[src/rtl/core/ept_pkg.sv]
// Shared types, codes and helpers for the entry-point offset translator.
// Has no dependencies; ept_core, the top and the checker import it.
package ept_pkg;

  // Widths fixed by the word formats.
  localparam int unsigned POS_W     = 32;
  localparam int unsigned CNT_W     = 6;
  localparam int unsigned IDX_W     = 5;
  localparam int unsigned CFG_IDX_W = 1;

  // Byte values that matter for emulation prevention.
  localparam logic [7:0] EPB_BYTE  = 8'h03;
  localparam logic [7:0] ZERO_BYTE = 8'h00;

  // Input word action codes.
  localparam logic ACT_LOAD = 1'b0;
  localparam logic ACT_BYTE = 1'b1;

  // Configuration register indexes.
  localparam logic [CFG_IDX_W-1:0] CFG_START_OFFSET = 1'b0;
  localparam logic [CFG_IDX_W-1:0] CFG_OFFSET_COUNT = 1'b1;

  typedef struct packed {
    logic             action;
    logic [IDX_W-1:0] load_index;
    logic [POS_W-1:0] raw_offset;
    logic [7:0]       raw_byte;
    logic             last_byte;
  } ept_item_t;

  typedef struct packed {
    logic [IDX_W-1:0] result_index;
    logic [POS_W-1:0] payload_offset;
    logic             run_end;
  } ept_result_t;

  typedef struct packed {
    logic [POS_W-1:0] start_offset;
    logic [CNT_W-1:0] offset_count;
  } ept_cfg_t;

  typedef struct packed {
    logic       drop;
    logic [1:0] zero_run;
  } ept_consume_t;

  // Judges one byte: a 0x03 after two zeros is dropped unless the following
  // byte is above 0x03. The zero-run count saturates at two.
  function automatic ept_consume_t ept_consume(logic [1:0] zero_run, logic [7:0] cur,
                                               logic has_next, logic [7:0] nxt);
    ept_consume_t r;
    r.drop = zero_run[1] && (cur == EPB_BYTE) && !(has_next && (nxt > EPB_BYTE));
    if (r.drop) begin
      r.zero_run = 2'd0;
    end else if (cur == ZERO_BYTE) begin
      r.zero_run = zero_run[1] ? 2'd2 : zero_run + 2'd1;
    end else begin
      r.zero_run = 2'd0;
    end
    return r;
  endfunction

endpackage

[src/rtl/core/ept_ram.sv]
// Generic single-port-write, single-port-read RAM with a registered read.
// No dependencies; contents are undefined until written.
module ept_ram #(
  parameter int unsigned WIDTH = 32,
  parameter int unsigned DEPTH = 32,
  localparam int unsigned AW = (DEPTH > 1) ? $clog2(DEPTH) : 1
) (
  input  logic             clk_i,
  input  logic             we_i,
  input  logic [AW-1:0]    waddr_i,
  input  logic [WIDTH-1:0] wdata_i,
  input  logic             re_i,
  input  logic [AW-1:0]    raddr_i,
  output logic [WIDTH-1:0] rdata_o
);

  logic [WIDTH-1:0] mem_q [DEPTH];

  // Write port and registered read port.
  always_ff @(posedge clk_i) begin
    if (we_i) begin
      mem_q[waddr_i] <= wdata_i;
    end
    if (re_i) begin
      rdata_o <= mem_q[raddr_i];
    end
  end

endmodule

[src/rtl/core/ept_core.sv]
// Byte counting, offset matching and result sequencing for the translator.
// Depends on ept_pkg and holds the offset table in an ept_ram instance.
module ept_core import ept_pkg::*; #(
  parameter int unsigned MAX_OFFSETS = 32
) (
  input  logic        clk_i,
  input  logic        rst_ni,
  input  ept_cfg_t    cfg_i,
  input  logic        in_valid_i,
  output logic        in_ready_o,
  input  ept_item_t   in_word_i,
  output logic        out_valid_o,
  input  logic        out_ready_i,
  output ept_result_t out_word_o
);

  localparam int unsigned SLOT_W = $clog2(MAX_OFFSETS + 1);
  localparam int unsigned ADDR_W = (MAX_OFFSETS > 1) ? $clog2(MAX_OFFSETS) : 1;
  localparam int unsigned CMP_W  = (SLOT_W > CNT_W) ? SLOT_W : CNT_W;

  typedef enum logic [2:0] {
    S_IDLE,
    S_READ,
    S_CMP,
    S_TAIL,
    S_FLUSH,
    S_DONE
  } state_e;

  state_e             state_q, state_d;
  logic [POS_W-1:0]   raw_pos_q, raw_pos_d;
  logic [POS_W-1:0]   pay_pos_q, pay_pos_d;
  logic [POS_W-1:0]   raw_base_q, raw_base_d;
  logic [POS_W-1:0]   pay_base_q, pay_base_d;
  logic               started_q, started_d;
  logic [1:0]         zero_run_q, zero_run_d;
  logic [SLOT_W-1:0]  slot_q, slot_d;
  logic [7:0]         held_q, held_d;
  logic               held_valid_q, held_valid_d;
  logic               last_q, last_d;
  logic               pend_valid_q, pend_valid_d;
  ept_result_t        pend_q, pend_d;
  logic               out_valid_q, out_valid_d;
  ept_result_t        out_q, out_d;

  logic [SLOT_W-1:0]  active_cnt;
  logic [SLOT_W-1:0]  slot_next;
  logic               in_fire;
  logic               out_free;
  logic               ram_we;
  logic               ram_re;
  logic [POS_W-1:0]   ram_rdata;
  ept_consume_t       cons;
  logic [POS_W-1:0]   step_raw;
  logic [POS_W-1:0]   step_pay;
  logic [POS_W-1:0]   now_raw;
  logic [POS_W-1:0]   now_pay;
  logic               start_hit;
  logic [POS_W-1:0]   rel_raw;
  logic [POS_W-1:0]   rel_pay;

  // Offsets in use, saturated to the table depth.
  always_comb begin
    if (CMP_W'(cfg_i.offset_count) > CMP_W'(MAX_OFFSETS)) begin
      active_cnt = SLOT_W'(MAX_OFFSETS);
    end else begin
      active_cnt = SLOT_W'(cfg_i.offset_count);
    end
  end

  assign in_ready_o = (state_q == S_IDLE);
  assign in_fire    = in_valid_i && in_ready_o;
  assign out_free   = !out_valid_q || out_ready_i;
  assign slot_next  = slot_q + SLOT_W'(1);

  // Table loads are taken only while idle, so a read never overlaps a write.
  assign ram_we = in_fire && (in_word_i.action == ACT_LOAD) &&
                  (CMP_W'(in_word_i.load_index) < CMP_W'(MAX_OFFSETS));
  assign ram_re = (state_q == S_READ);

  ept_ram #(
    .WIDTH (POS_W),
    .DEPTH (MAX_OFFSETS)
  ) u_offset_ram (
    .clk_i   (clk_i),
    .we_i    (ram_we),
    .waddr_i (ADDR_W'(in_word_i.load_index)),
    .wdata_i (in_word_i.raw_offset),
    .re_i    (ram_re),
    .raddr_i (ADDR_W'(slot_q)),
    .rdata_o (ram_rdata)
  );

  // The held byte is judged against the arriving byte, or with no byte after
  // it when the final byte is retired.
  assign cons     = ept_consume(zero_run_q, held_q, (state_q == S_IDLE), in_word_i.raw_byte);
  assign step_raw = raw_pos_q + POS_W'(1);
  assign step_pay = pay_pos_q + POS_W'(!cons.drop);
  assign now_raw  = held_valid_q ? step_raw : raw_pos_q;
  assign now_pay  = held_valid_q ? step_pay : pay_pos_q;
  assign start_hit = !started_q && (now_pay == cfg_i.start_offset);
  assign rel_raw  = raw_pos_q - raw_base_q;
  assign rel_pay  = pay_pos_q - pay_base_q;

  // Next-state logic for the sequencer and the stream counters.
  always_comb begin
    state_d      = state_q;
    raw_pos_d    = raw_pos_q;
    pay_pos_d    = pay_pos_q;
    raw_base_d   = raw_base_q;
    pay_base_d   = pay_base_q;
    started_d    = started_q;
    zero_run_d   = zero_run_q;
    slot_d       = slot_q;
    held_d       = held_q;
    held_valid_d = held_valid_q;
    last_d       = last_q;
    pend_valid_d = pend_valid_q;
    pend_d       = pend_q;
    out_valid_d  = out_valid_q && !out_ready_i;
    out_d        = out_q;

    case (state_q)
      S_IDLE: begin
        if (in_fire && (in_word_i.action == ACT_BYTE)) begin
          if (held_valid_q) begin
            raw_pos_d  = step_raw;
            pay_pos_d  = step_pay;
            zero_run_d = cons.zero_run;
          end
          if (start_hit) begin
            raw_base_d = now_raw;
            pay_base_d = now_pay;
            started_d  = 1'b1;
          end
          held_d       = in_word_i.raw_byte;
          held_valid_d = 1'b1;
          last_d       = in_word_i.last_byte;
          if ((started_q || start_hit) && (slot_q < active_cnt)) begin
            state_d = S_READ;
          end else begin
            state_d = S_TAIL;
          end
        end
      end

      S_READ: begin
        state_d = S_CMP;
      end

      // A match becomes the pending word; the previous pending word goes out
      // with run_end clear since another result follows it.
      S_CMP: begin
        if (ram_rdata == rel_raw) begin
          if (!pend_valid_q || out_free) begin
            if (pend_valid_q) begin
              out_valid_d = 1'b1;
              out_d       = pend_q;
            end
            pend_valid_d          = 1'b1;
            pend_d.result_index   = IDX_W'(slot_q);
            pend_d.payload_offset = rel_pay;
            pend_d.run_end        = 1'b0;
            slot_d                = slot_next;
            state_d = (slot_next < active_cnt) ? S_READ : S_TAIL;
          end
        end else begin
          state_d = S_TAIL;
        end
      end

      // The final byte is judged with nothing after it before the flush.
      S_TAIL: begin
        if (last_q) begin
          raw_pos_d  = step_raw;
          pay_pos_d  = step_pay;
          zero_run_d = cons.zero_run;
          state_d    = S_FLUSH;
        end else begin
          state_d = S_DONE;
        end
      end

      // Remaining offsets all report the final payload count.
      S_FLUSH: begin
        if (slot_q < active_cnt) begin
          if (!pend_valid_q || out_free) begin
            if (pend_valid_q) begin
              out_valid_d = 1'b1;
              out_d       = pend_q;
            end
            pend_valid_d          = 1'b1;
            pend_d.result_index   = IDX_W'(slot_q);
            pend_d.payload_offset = rel_pay;
            pend_d.run_end        = 1'b0;
            slot_d                = slot_next;
          end
        end else begin
          state_d = S_DONE;
        end
      end

      // The last result of the word carries run_end; a final byte then
      // clears the stream state for the next NAL unit.
      S_DONE: begin
        if (!pend_valid_q || out_free) begin
          if (pend_valid_q) begin
            out_valid_d     = 1'b1;
            out_d           = pend_q;
            out_d.run_end   = 1'b1;
            pend_valid_d    = 1'b0;
          end
          if (last_q) begin
            raw_pos_d    = '0;
            pay_pos_d    = '0;
            raw_base_d   = '0;
            pay_base_d   = '0;
            started_d    = 1'b0;
            zero_run_d   = 2'd0;
            slot_d       = '0;
            held_d       = ZERO_BYTE;
            held_valid_d = 1'b0;
          end
          state_d = S_IDLE;
        end
      end

      default: begin
        state_d = S_IDLE;
      end
    endcase
  end

  // State, stream counters and the output register.
  always_ff @(posedge clk_i or negedge rst_ni) begin
    if (!rst_ni) begin
      state_q      <= S_IDLE;
      raw_pos_q    <= '0;
      pay_pos_q    <= '0;
      raw_base_q   <= '0;
      pay_base_q   <= '0;
      started_q    <= 1'b0;
      zero_run_q   <= 2'd0;
      slot_q       <= '0;
      held_q       <= ZERO_BYTE;
      held_valid_q <= 1'b0;
      last_q       <= 1'b0;
      pend_valid_q <= 1'b0;
      pend_q       <= '0;
      out_valid_q  <= 1'b0;
      out_q        <= '0;
    end else begin
      state_q      <= state_d;
      raw_pos_q    <= raw_pos_d;
      pay_pos_q    <= pay_pos_d;
      raw_base_q   <= raw_base_d;
      pay_base_q   <= pay_base_d;
      started_q    <= started_d;
      zero_run_q   <= zero_run_d;
      slot_q       <= slot_d;
      held_q       <= held_d;
      held_valid_q <= held_valid_d;
      last_q       <= last_d;
      pend_valid_q <= pend_valid_d;
      pend_q       <= pend_d;
      out_valid_q  <= out_valid_d;
      out_q        <= out_d;
    end
  end

  assign out_valid_o = out_valid_q;
  assign out_word_o  = out_q;

endmodule

[src/rtl/core/entry_point_offset_translator.sv]
// Entry-point offset translator: turns a slice's cumulative entry-point
// offsets, counted in raw NAL bytes, into offsets in payload bytes with
// emulation prevention bytes removed. Load words write the offset table
// (one word per cycle while idle); byte words then stream the NAL unit one
// raw byte per word. A byte word that reaches no offset occupies the block
// from its acceptance through the tail and done states; every offset table
// entry read from the offset RAM adds a read issue and a compare against
// the registered read data, and the final byte adds the judgement of the
// held byte and a flush step per remaining offset. The sequence stalls
// only while the output register is full and the consumer holds off.
// Configuration writes are taken in any cycle.
module entry_point_offset_translator import ept_pkg::*; #(
  parameter int unsigned MAX_OFFSETS = 32
) (
  input  logic                 clk_i,
  input  logic                 rst_ni,
  input  logic                 cfg_valid_i,
  output logic                 cfg_ready_o,
  input  logic [CFG_IDX_W-1:0] cfg_index_i,
  input  logic [POS_W-1:0]     cfg_data_i,
  input  logic                 in_valid_i,
  output logic                 in_ready_o,
  input  ept_item_t            in_word_i,
  output logic                 out_valid_o,
  input  logic                 out_ready_i,
  output ept_result_t          out_word_o
);

  ept_cfg_t cfg_q;

  assign cfg_ready_o = 1'b1;

  // Configuration registers.
  always_ff @(posedge clk_i or negedge rst_ni) begin
    if (!rst_ni) begin
      cfg_q <= '0;
    end else if (cfg_valid_i) begin
      case (cfg_index_i)
        CFG_START_OFFSET: cfg_q.start_offset <= cfg_data_i;
        CFG_OFFSET_COUNT: cfg_q.offset_count <= cfg_data_i[CNT_W-1:0];
        default: ;
      endcase
    end
  end

  ept_core #(
    .MAX_OFFSETS (MAX_OFFSETS)
  ) u_core (
    .clk_i       (clk_i),
    .rst_ni      (rst_ni),
    .cfg_i       (cfg_q),
    .in_valid_i  (in_valid_i),
    .in_ready_o  (in_ready_o),
    .in_word_i   (in_word_i),
    .out_valid_o (out_valid_o),
    .out_ready_i (out_ready_i),
    .out_word_o  (out_word_o)
  );

endmodule

[config.mk]
export PLATFORM = sky130hd
export DESIGN_NAME = entry_point_offset_translator
export DESIGN_NICKNAME = d
export VERILOG_FILES = /design/src/rtl/core/ept_pkg.sv /design/src/rtl/core/ept_ram.sv /design/src/rtl/core/ept_core.sv /design/src/rtl/core/entry_point_offset_translator.sv
export SDC_FILE = /design/constraint.sdc
export NUM_CORES = 2
export LEC_CHECK = 0
export ABC_AREA = 1
export BUFFER_PORTS_ARGS = -buffer_cell sky130_fd_sc_hd__clkbuf_2
export CAP_MARGIN = 15
export CORE_UTILIZATION = 39
export CTS_CLUSTER_DIAMETER = 50
export DETAILED_ROUTE_END_ITERATION = 16
export HOLD_SLACK_MARGIN = 0.08
export PLACE_DENSITY_LB_ADDON = 0.08
export SYNTH_ARGS = -nofsm -noshare
export SYNTH_HDL_FRONTEND = slang
export SYNTH_SLANG_ARGS = --single-unit
[constraint.sdc]
create_clock -name clk_i -period 6.9 [get_ports clk_i]
set_input_delay 0.69 -clock clk_i [delete_from_list [all_inputs] [get_ports clk_i]]
set_output_delay 0.69 -clock clk_i [all_outputs]
set_load 0.01 [all_outputs]
# Yosys cells after proc, flatten, opt, wreduce, memory -nomap -nowiden
# Memory sizes are Yosys's and may differ from the RTL's. A register that Yosys moved wholly into a read port is not among the register bits.
# Index checks and enable logic that the tools add are counted.
# word_totals
regBits	266
ram_bits	1024
in_bits	85
out_inout_bits	41
word_cells	164
n_memories	1
# mem_list
memory	words	width	read_ports	rd_ports_with_merged_regs	wr	line_no	rtl
u_core.u_offset_ram.mem_q	32	32	1	1	1	ept_ram.sv:17	logic [WIDTH-1:0] mem_q [DEPTH];
# classes
n_addsub	6
magnitude_cmp	4
n_eq_ne	19
muxes	75
n_bitwise	2
reduce_logical	36
# ops
cell	n
2-to-1 mux 32 bit	12
2-to-1 mux 38 bit	9
case mux 32 bit (3 select lines)	2
case mux 32 bit (2 select lines)	2
case mux 38 bit (3 select lines)	1
case mux 38 bit (2 select lines)	1
== test 32 bit	2
subtractor 32 bit	2
2-to-1 mux 6 bit	6
adder 32 x 1 -> 32 bit	1
adder 32 x 1 -> 32 bit (second input constant)	1
2-to-1 mux 8 bit	3
2-to-1 mux 2 bit	10
AND reduction 5 bit	4
case mux 3 bit (6 select lines)	1
case mux 6 bit (3 select lines)	1
2-to-1 mux 1 bit	16
case mux 8 bit (2 select lines)	1
2-to-1 mux 3 bit	5
less-than comparator 6 bit	2
!= test 2 x 1 -> 1 bit (second input constant)	6
AND reduction 4 bit	3
logical AND 1 bit	9
== test 8 x 2 -> 1 bit (second input constant)	1
22 further kinds	41

# Depth between registers and ports, before layout
# logic_depth
ltp_word	14
mapped_depth	28
depth_no_buf	28

# Modules after synthesis
# From an unflattened synthesis, not the netlist that was laid out.
# unflattened
cells_unflattened	6667
area_unflattened_um2	62774.0
# modules_own_cells
mod	instances	cells_each	area_per_inst_um2
ept_ram	1	3536	42726.0
ept_core	1	2963	18524.0
entry_point_offset_translator	1	168	1524.0

# Least setup slack after synthesis
# No wires, ideal clock.
# synth_timing
kind	reg-to-reg
start	register u_core.state_q[1]
end	memory u_core.u_offset_ram.mem_q[11][0], enable pin
setup_time_ns	0.502
arrival_ns	4.536
setup_slack_ns	1.861
stages_incl_launch_ff	8
path_buffers	0
period_less_slack_ns	5.039
cell_sequence	dfrtp_1 -> nor2_1 -> inv_1 -> nor2_4 -> nand2_1 -> nor2_1 -> nand3_1 -> nor4_1
# synth_between
elab_chain_len	5
# synth_rtl
element	line_no	rtl
start, declared	ept_core.sv:30	state_e state_q, state_d;
start signal, assigned	ept_core.sv:253	state_q <= state_d;
logical NOT 3 bit	ept_core.sv:71	assign in_ready_o = (state_q == S_IDLE);
named net in_ready_o	entry_point_offset_translator.sv:22	output logic in_ready_o,
logical AND 1 bit	ept_core.sv:72	assign in_fire = in_valid_i && in_ready_o;
logical AND 1 bit	ept_core.sv:77	assign ram_we = in_fire && (in_word_i.action == ACT_LOAD) &&
2-to-1 mux 1 bit	ept_ram.sv:21	if (we_i) begin
2-to-1 mux 1 bit (implied by the code)	ept_ram.sv:22	mem_q[waddr_i] <= wdata_i;
end, declared	ept_ram.sv:17	
# The timed path passes the listed nets, and every way through them passes these cells.

# Final worst setup path
# layout_timing
start	register u_core.state_q[1]
end	register u_core.raw_base_q[15]
# layout_between
elab_chain_len	11
# layout_rtl
element	line_no	rtl
logical NOT 3 bit	ept_core.sv:71, ept_core.sv:96, ept_core.sv:123	
logical AND 1 bit	ept_pkg.sv:52	r.drop = zero_run[1] && (cur == EPB_BYTE) && !(has_next && (nxt > EPB_BYTE));
logical NOT 1 bit	ept_pkg.sv:52	
logical AND 1 bit	ept_pkg.sv:52	
logical NOT 1 bit	ept_core.sv:98	assign step_pay = pay_pos_q + POS_W'(!cons.drop);
adder 32 x 1 -> 32 bit	ept_core.sv:98	
2-to-1 mux 32 bit	-	
== test 32 bit	ept_core.sv:101	assign start_hit = !started_q && (now_pay == cfg_i.start_offset);
logical AND 1 bit	ept_core.sv:101	
!= test 2 bit (no line)	-	
AND reduction 5 bit (no line)	-	
end signal, assigned	ept_core.sv:256	raw_base_q <= raw_base_d;
end, declared	ept_core.sv:33	logic [POS_W-1:0] raw_base_q, raw_base_d;
# Parallel ways exist; a longest one is shown, timed or not.
# A chain may end at the register's enable or synchronous reset.

==> run summary <==
The end of the worst hold path is u_core.last_q$_DFFE_PN0P_. Buffers placed on the I/O ports in this run total 124. The largest individual stage delay along the critical path comes from the cell sky130_fd_sc_hd__o2111ai_1. Measured against its own limit, the worst slew margin works out to 25.2%. The sequential cell area is 38400 sq um. At the worst endpoint, the required time is 7520 ps.

The site row count came out at 143. In the synthesized netlist, mux cells make up 0.169% of the area. The cell count after synthesis is 5859. met2 is the most crowded layer.

The max-cap violation count came out at 0. The post-synthesis share of cell area spent on full adders, half adders and majority gates is 1.65%. The net count after synthesis came out at between 6k and 7k. The run finished with clean final reports. The synthesized netlist devotes 12.8% of its cell area to compound gates. The CTS root buffer is sky130_fd_sc_hd__clkbuf_16. The number of cells traversed by the worst hold path is 3. The global-route met1 utilization is between 30% and 40%.

Measured in cells, the most critical reg-to-reg path has a length of 27. In this run, placement finished with an instance count of 7776. Summed over all instances, the cell type with the most area after synthesis is sky130_fd_sc_hd__edfxtp_1.

Of the post-synthesis cell area, the dominant cell type holds 52.9%. The number of sinks on the clock net is between 1k and 1.5k. The maximum fanout encountered on the critical timing path came out at 48. Yosys mapped a number of flops with a built-in enable equal to around 1.1k.

Summed over all layers, the global routing overflow is 0. For this run, the share of the core covered by cells in the final layout is 44.7%. The global placement routability congestion came out at 0.883.

For this run, asynchronously set or reset flops after synthesis account for 20.1%. The path class of the tightest hold or removal check is in2reg. The static leakage is around 26 nW. The number of nets still failing antenna checks after routing came out at 0. For the final routed database, the setup TNS stands at 0 ps. The share of the clock period used by the worst path came out at roughly 78%. The first-pass GRT wire length is between 200000 and 300000 microns. The register clock-pin slew on the reported worst setup and hold paths is approximately 50 ps. The routed via count divided by cell count is 5.38. The detailed router placed 43.4k vias in this run.

The number of global-route vias before repair is ~42k. The number of H-tree branching levels is 4. The global routing usage summed across all routing layers is approximately 24%. The number of nets in the finished design is approximately 6.1k. STA classifies the critical path endpoint as a register.

The initial antenna violation count was 8. The number of buffers created by CTS came out at 159. The horizontal die dimension came out at 394 microns. The worst endpoint data arrival time is 5970 ps. Entering global routing, the biggest net connects ~180 pins. On the final layout, the worst clock skew is 49.4 ps. The count of cell types in the netlist came out at 53. Ranked by total cell area, the synthesized netlist is headed by sky130_fd_sc_hd__edfxtp_1 53%, sky130_fd_sc_hd__dfrtp_1 11%, sky130_fd_sc_hd__o21ai_0 6.6%. The post-synthesis cell area came out at around 60000 sq um. In this design, the stage delay of the slowest critical-path cell is 620 ps. The top-level port count is 126.

The count of endpoints failing hold in the final timing report is 0. The initial utilization of the core area, before any placement, comes to about two fifths. For this block, the initial DRC count from the detailed router was 3285. The total area inside the core boundary comes to roughly 150000 sq um.

Setup violations remaining at the end of the flow were counted as 0. The slack of the critical path is between 1500 and 2000 ps. The synthesized flop and latch total is 1321. The sort of element at the start of the critical path is a register. Once layout is complete, the cells apart from fillers number 8071. The average instance area after synthesis came out at 10.2 sq um. The most common library cell in the layout ignoring fill and taps is sky130_fd_sc_hd__edfxtp_1.

The area added between synthesis and finish came out at 13.4%. The filler cells instantiated in the layout total approximately 14k. The full die area came out at 155000 sq um. The actual slew at the worst max-slew pin came out at 1120 ps. The power density relative to cell area came out at approximately 460 nW/um^2. The max-slew violation count is 0. The count of yosys warnings during synthesis is 0. TritonCTS built the clock tree. The worst register-to-register path begins at u_core.state_q[1]$_DFFE_PN0P_. Of the total synthesized cell area, the portion taken by XOR and XNOR cells is 1.34%. The number of instances resized during post-cts repair is 0. Derived from the worst setup path, the maximum achievable clock frequency is 0.187 GHz. After clock tree synthesis, the setup repair step added 0 buffers. Summed over all layers, the routed wires come to 188000 microns. The number of detailed-route iterations in the first pass is 6.

The time the final worst path needs with I/O delays and setup came out at 5350 ps. By startpoint and endpoint, the worst setup path is classified as reg2reg. The vertical extent of the die came out at 394 microns. The final routed DRC violation total is 0. In the layout the commonest cells are 1056 x sky130_fd_sc_hd__edfxtp_1, 1047 x sky130_fd_sc_hd__nand2_1, 876 x sky130_fd_sc_hd__nor2_1. OpenSTA, run right after detailed placement, puts the worst setup slack at 1540 ps. The count of hold-fix buffers inserted at cts came out at 1. The setup slack of the most critical reg-to-reg path came out at 1550 ps.

The area taken by multi-input logic gates is ~19000 sq um. The worst-case IR drop observed on VDD is 0.000274 V. Global routing used 42.1% of the available met2 tracks. The most frequent cell on the critical path is sky130_fd_sc_hd__nand2_1.

In the final layout, the share of cells above drive strength 1 is around a tenth. Global routing used 3.26% of the available met3 tracks. In this run the most critical hold path is launched from in_word_i[0]. Of the total synthesized cell area, the portion taken by AND, OR, NAND and NOR gates is 15.6%. Sequential cells were found to cover 64.0% of the synthesized design area. The half-perimeter wire length after detailed placement came out at 113000 microns. After synthesis, the largest family of logic cells by area is simple AND/OR/NAND/NOR gates. The average wire length per cell after detail routing is around 23 microns. The worst register-to-register path ends at u_core.raw_base_q[15]$_DFFE_PN0P_. Setup repair after global routing left no endpoint under its margin.

Among all flip-flop cells after synthesis, the most frequent one is sky130_fd_sc_hd__edfxtp_1. The maximum clock insertion buffer count is 3. Clock latency on the worst-skew pair, taken at its later pin, is 790 ps.
[power breakdown]
part	leakage (nW)	switching (mW)	total, mW	internal [mW]
Combinational	10.3	8.81	12.8	3.96
Clock	2.49	3.48	8.21	4.73
Sequential	12.8	0.895	10.4	9.47
[layer usage]
metal / up-vias / routed length (microns)
met1: 21500 / 80500
met5: - / 49
met3: 279 / 8740
li1: 20600 / -
met4: 8 / 4720
met2: 1086 / 94100
[worst max-delay path: cells and delay by family, from the launching register on]
family | cells | cell delay [ps]
AOI/OAI and AO/OA | 3 | 890
adders and majority gates | 2 | 610
and+or+nand+nor | 19 | 2540
DFF | 1 | 430
buffers and inverters | 3 | 670
[kinds of logic (layout without fill, tap and decap cells)]
logic type               after synthesis  in the layout
AO/OA/AOI/OAI                       1389           1389
XOR/XNOR                              91             91
adder cells (fa/ha/maj)               78             78
multiplexers                           9              9
flip-flops                          1321           1321
buffers and inverters                672            853
other                                  1              2
AND/OR/NAND/NOR                     2298           2298
[flip-flops by register name, summed over array words and instances (netlist names)]
register and count:
u_core.u_offset_ram.rdata_o 32, u_core.u_offset_ram.mem_q 1024, u_core.zero_run_q 2, u_core.pend_valid_q 1, u_core.pay_pos_q 32, u_core.started_q 1
u_core.out_valid_o 1, u_core.raw_base_q 32, u_core.slot_q 6, u_core.out_word_o 38, u_core.held_valid_q 1, u_core.pay_base_q 32
u_core.raw_pos_q 32, u_core.state_q 3, u_core.pend_q 37, cfg_q 38, u_core.last_q 1, u_core.held_q 8
[synthesized netlist by cell type, types with 20 or more instances]
cell	instances
sky130_fd_sc_hd__ha_1	76
sky130_fd_sc_hd__xor2_1	56
sky130_fd_sc_hd__xnor2_1	34
sky130_fd_sc_hd__o21ai_0	788
sky130_fd_sc_hd__nand3b_1	21
sky130_fd_sc_hd__nor2_1	900
sky130_fd_sc_hd__dfrtp_1	265
sky130_fd_sc_hd__nor4_1	20
sky130_fd_sc_hd__o21ai_1	50
sky130_fd_sc_hd__nand2_1	1048
sky130_fd_sc_hd__edfxtp_1	1056
sky130_fd_sc_hd__o21ai_2	36
sky130_fd_sc_hd__nand4_1	46
sky130_fd_sc_hd__nand3_1	174
sky130_fd_sc_hd__inv_1	353
sky130_fd_sc_hd__o22ai_1	314
sky130_fd_sc_hd__nor3_1	31
sky130_fd_sc_hd__a31oi_1	47
sky130_fd_sc_hd__clkbuf_1	264
sky130_fd_sc_hd__a21oi_1	101
[per-stage QoR]
| step | total power, mW | cell area [sq um] | hold slack (ps) |
|---|---|---|---|
| after global routing | 33.6 | 68000 | 115 |
| after detailed placement | 23.4 | 62800 | 462 |
| after CTS | 31.7 | 68000 | 89.2 |
| final | 31.4 | 68000 | 135 |
| after floorplan | 19.2 | 59900 | 394 |
| after global placement | 23.3 | 62800 | 462 |
[worst max-delay path by stage]
stage                                  start                                    endpoint  cells past startpoint
2_1_floorplan  u_core.state_q[1]$_DFFE_PN0P_  u_core.u_offset_ram.mem_q[11][0]$_DFFE_PP_                      7
3_3_place_gp   u_core.state_q[1]$_DFFE_PN0P_           u_core.raw_base_q[14]$_DFFE_PN0P_                     25
3_5_place_dp   u_core.state_q[1]$_DFFE_PN0P_           u_core.raw_base_q[14]$_DFFE_PN0P_                     27
4_1_cts        u_core.state_q[1]$_DFFE_PN0P_           u_core.raw_base_q[14]$_DFFE_PN0P_                     27
5_1_grt        u_core.state_q[1]$_DFFE_PN0P_           u_core.raw_base_q[10]$_DFFE_PN0P_                     26
6_report       u_core.state_q[1]$_DFFE_PN0P_           u_core.raw_base_q[15]$_DFFE_PN0P_                     27
[cell type report]
class                           count  share of cell area [%]
Multi-Input combinational cell   3866                    28.2
Timing Repair Buffer              204                    1.98
Inverter                          356                    1.99
Clock inverter                     97                    1.52
Sequential cell                  1321                    56.4
Antenna cell                        1                 0.00368
Tap cell                         2030                    3.74
Clock buffer                      196                    6.12
(Power assumes the default switching activity.)
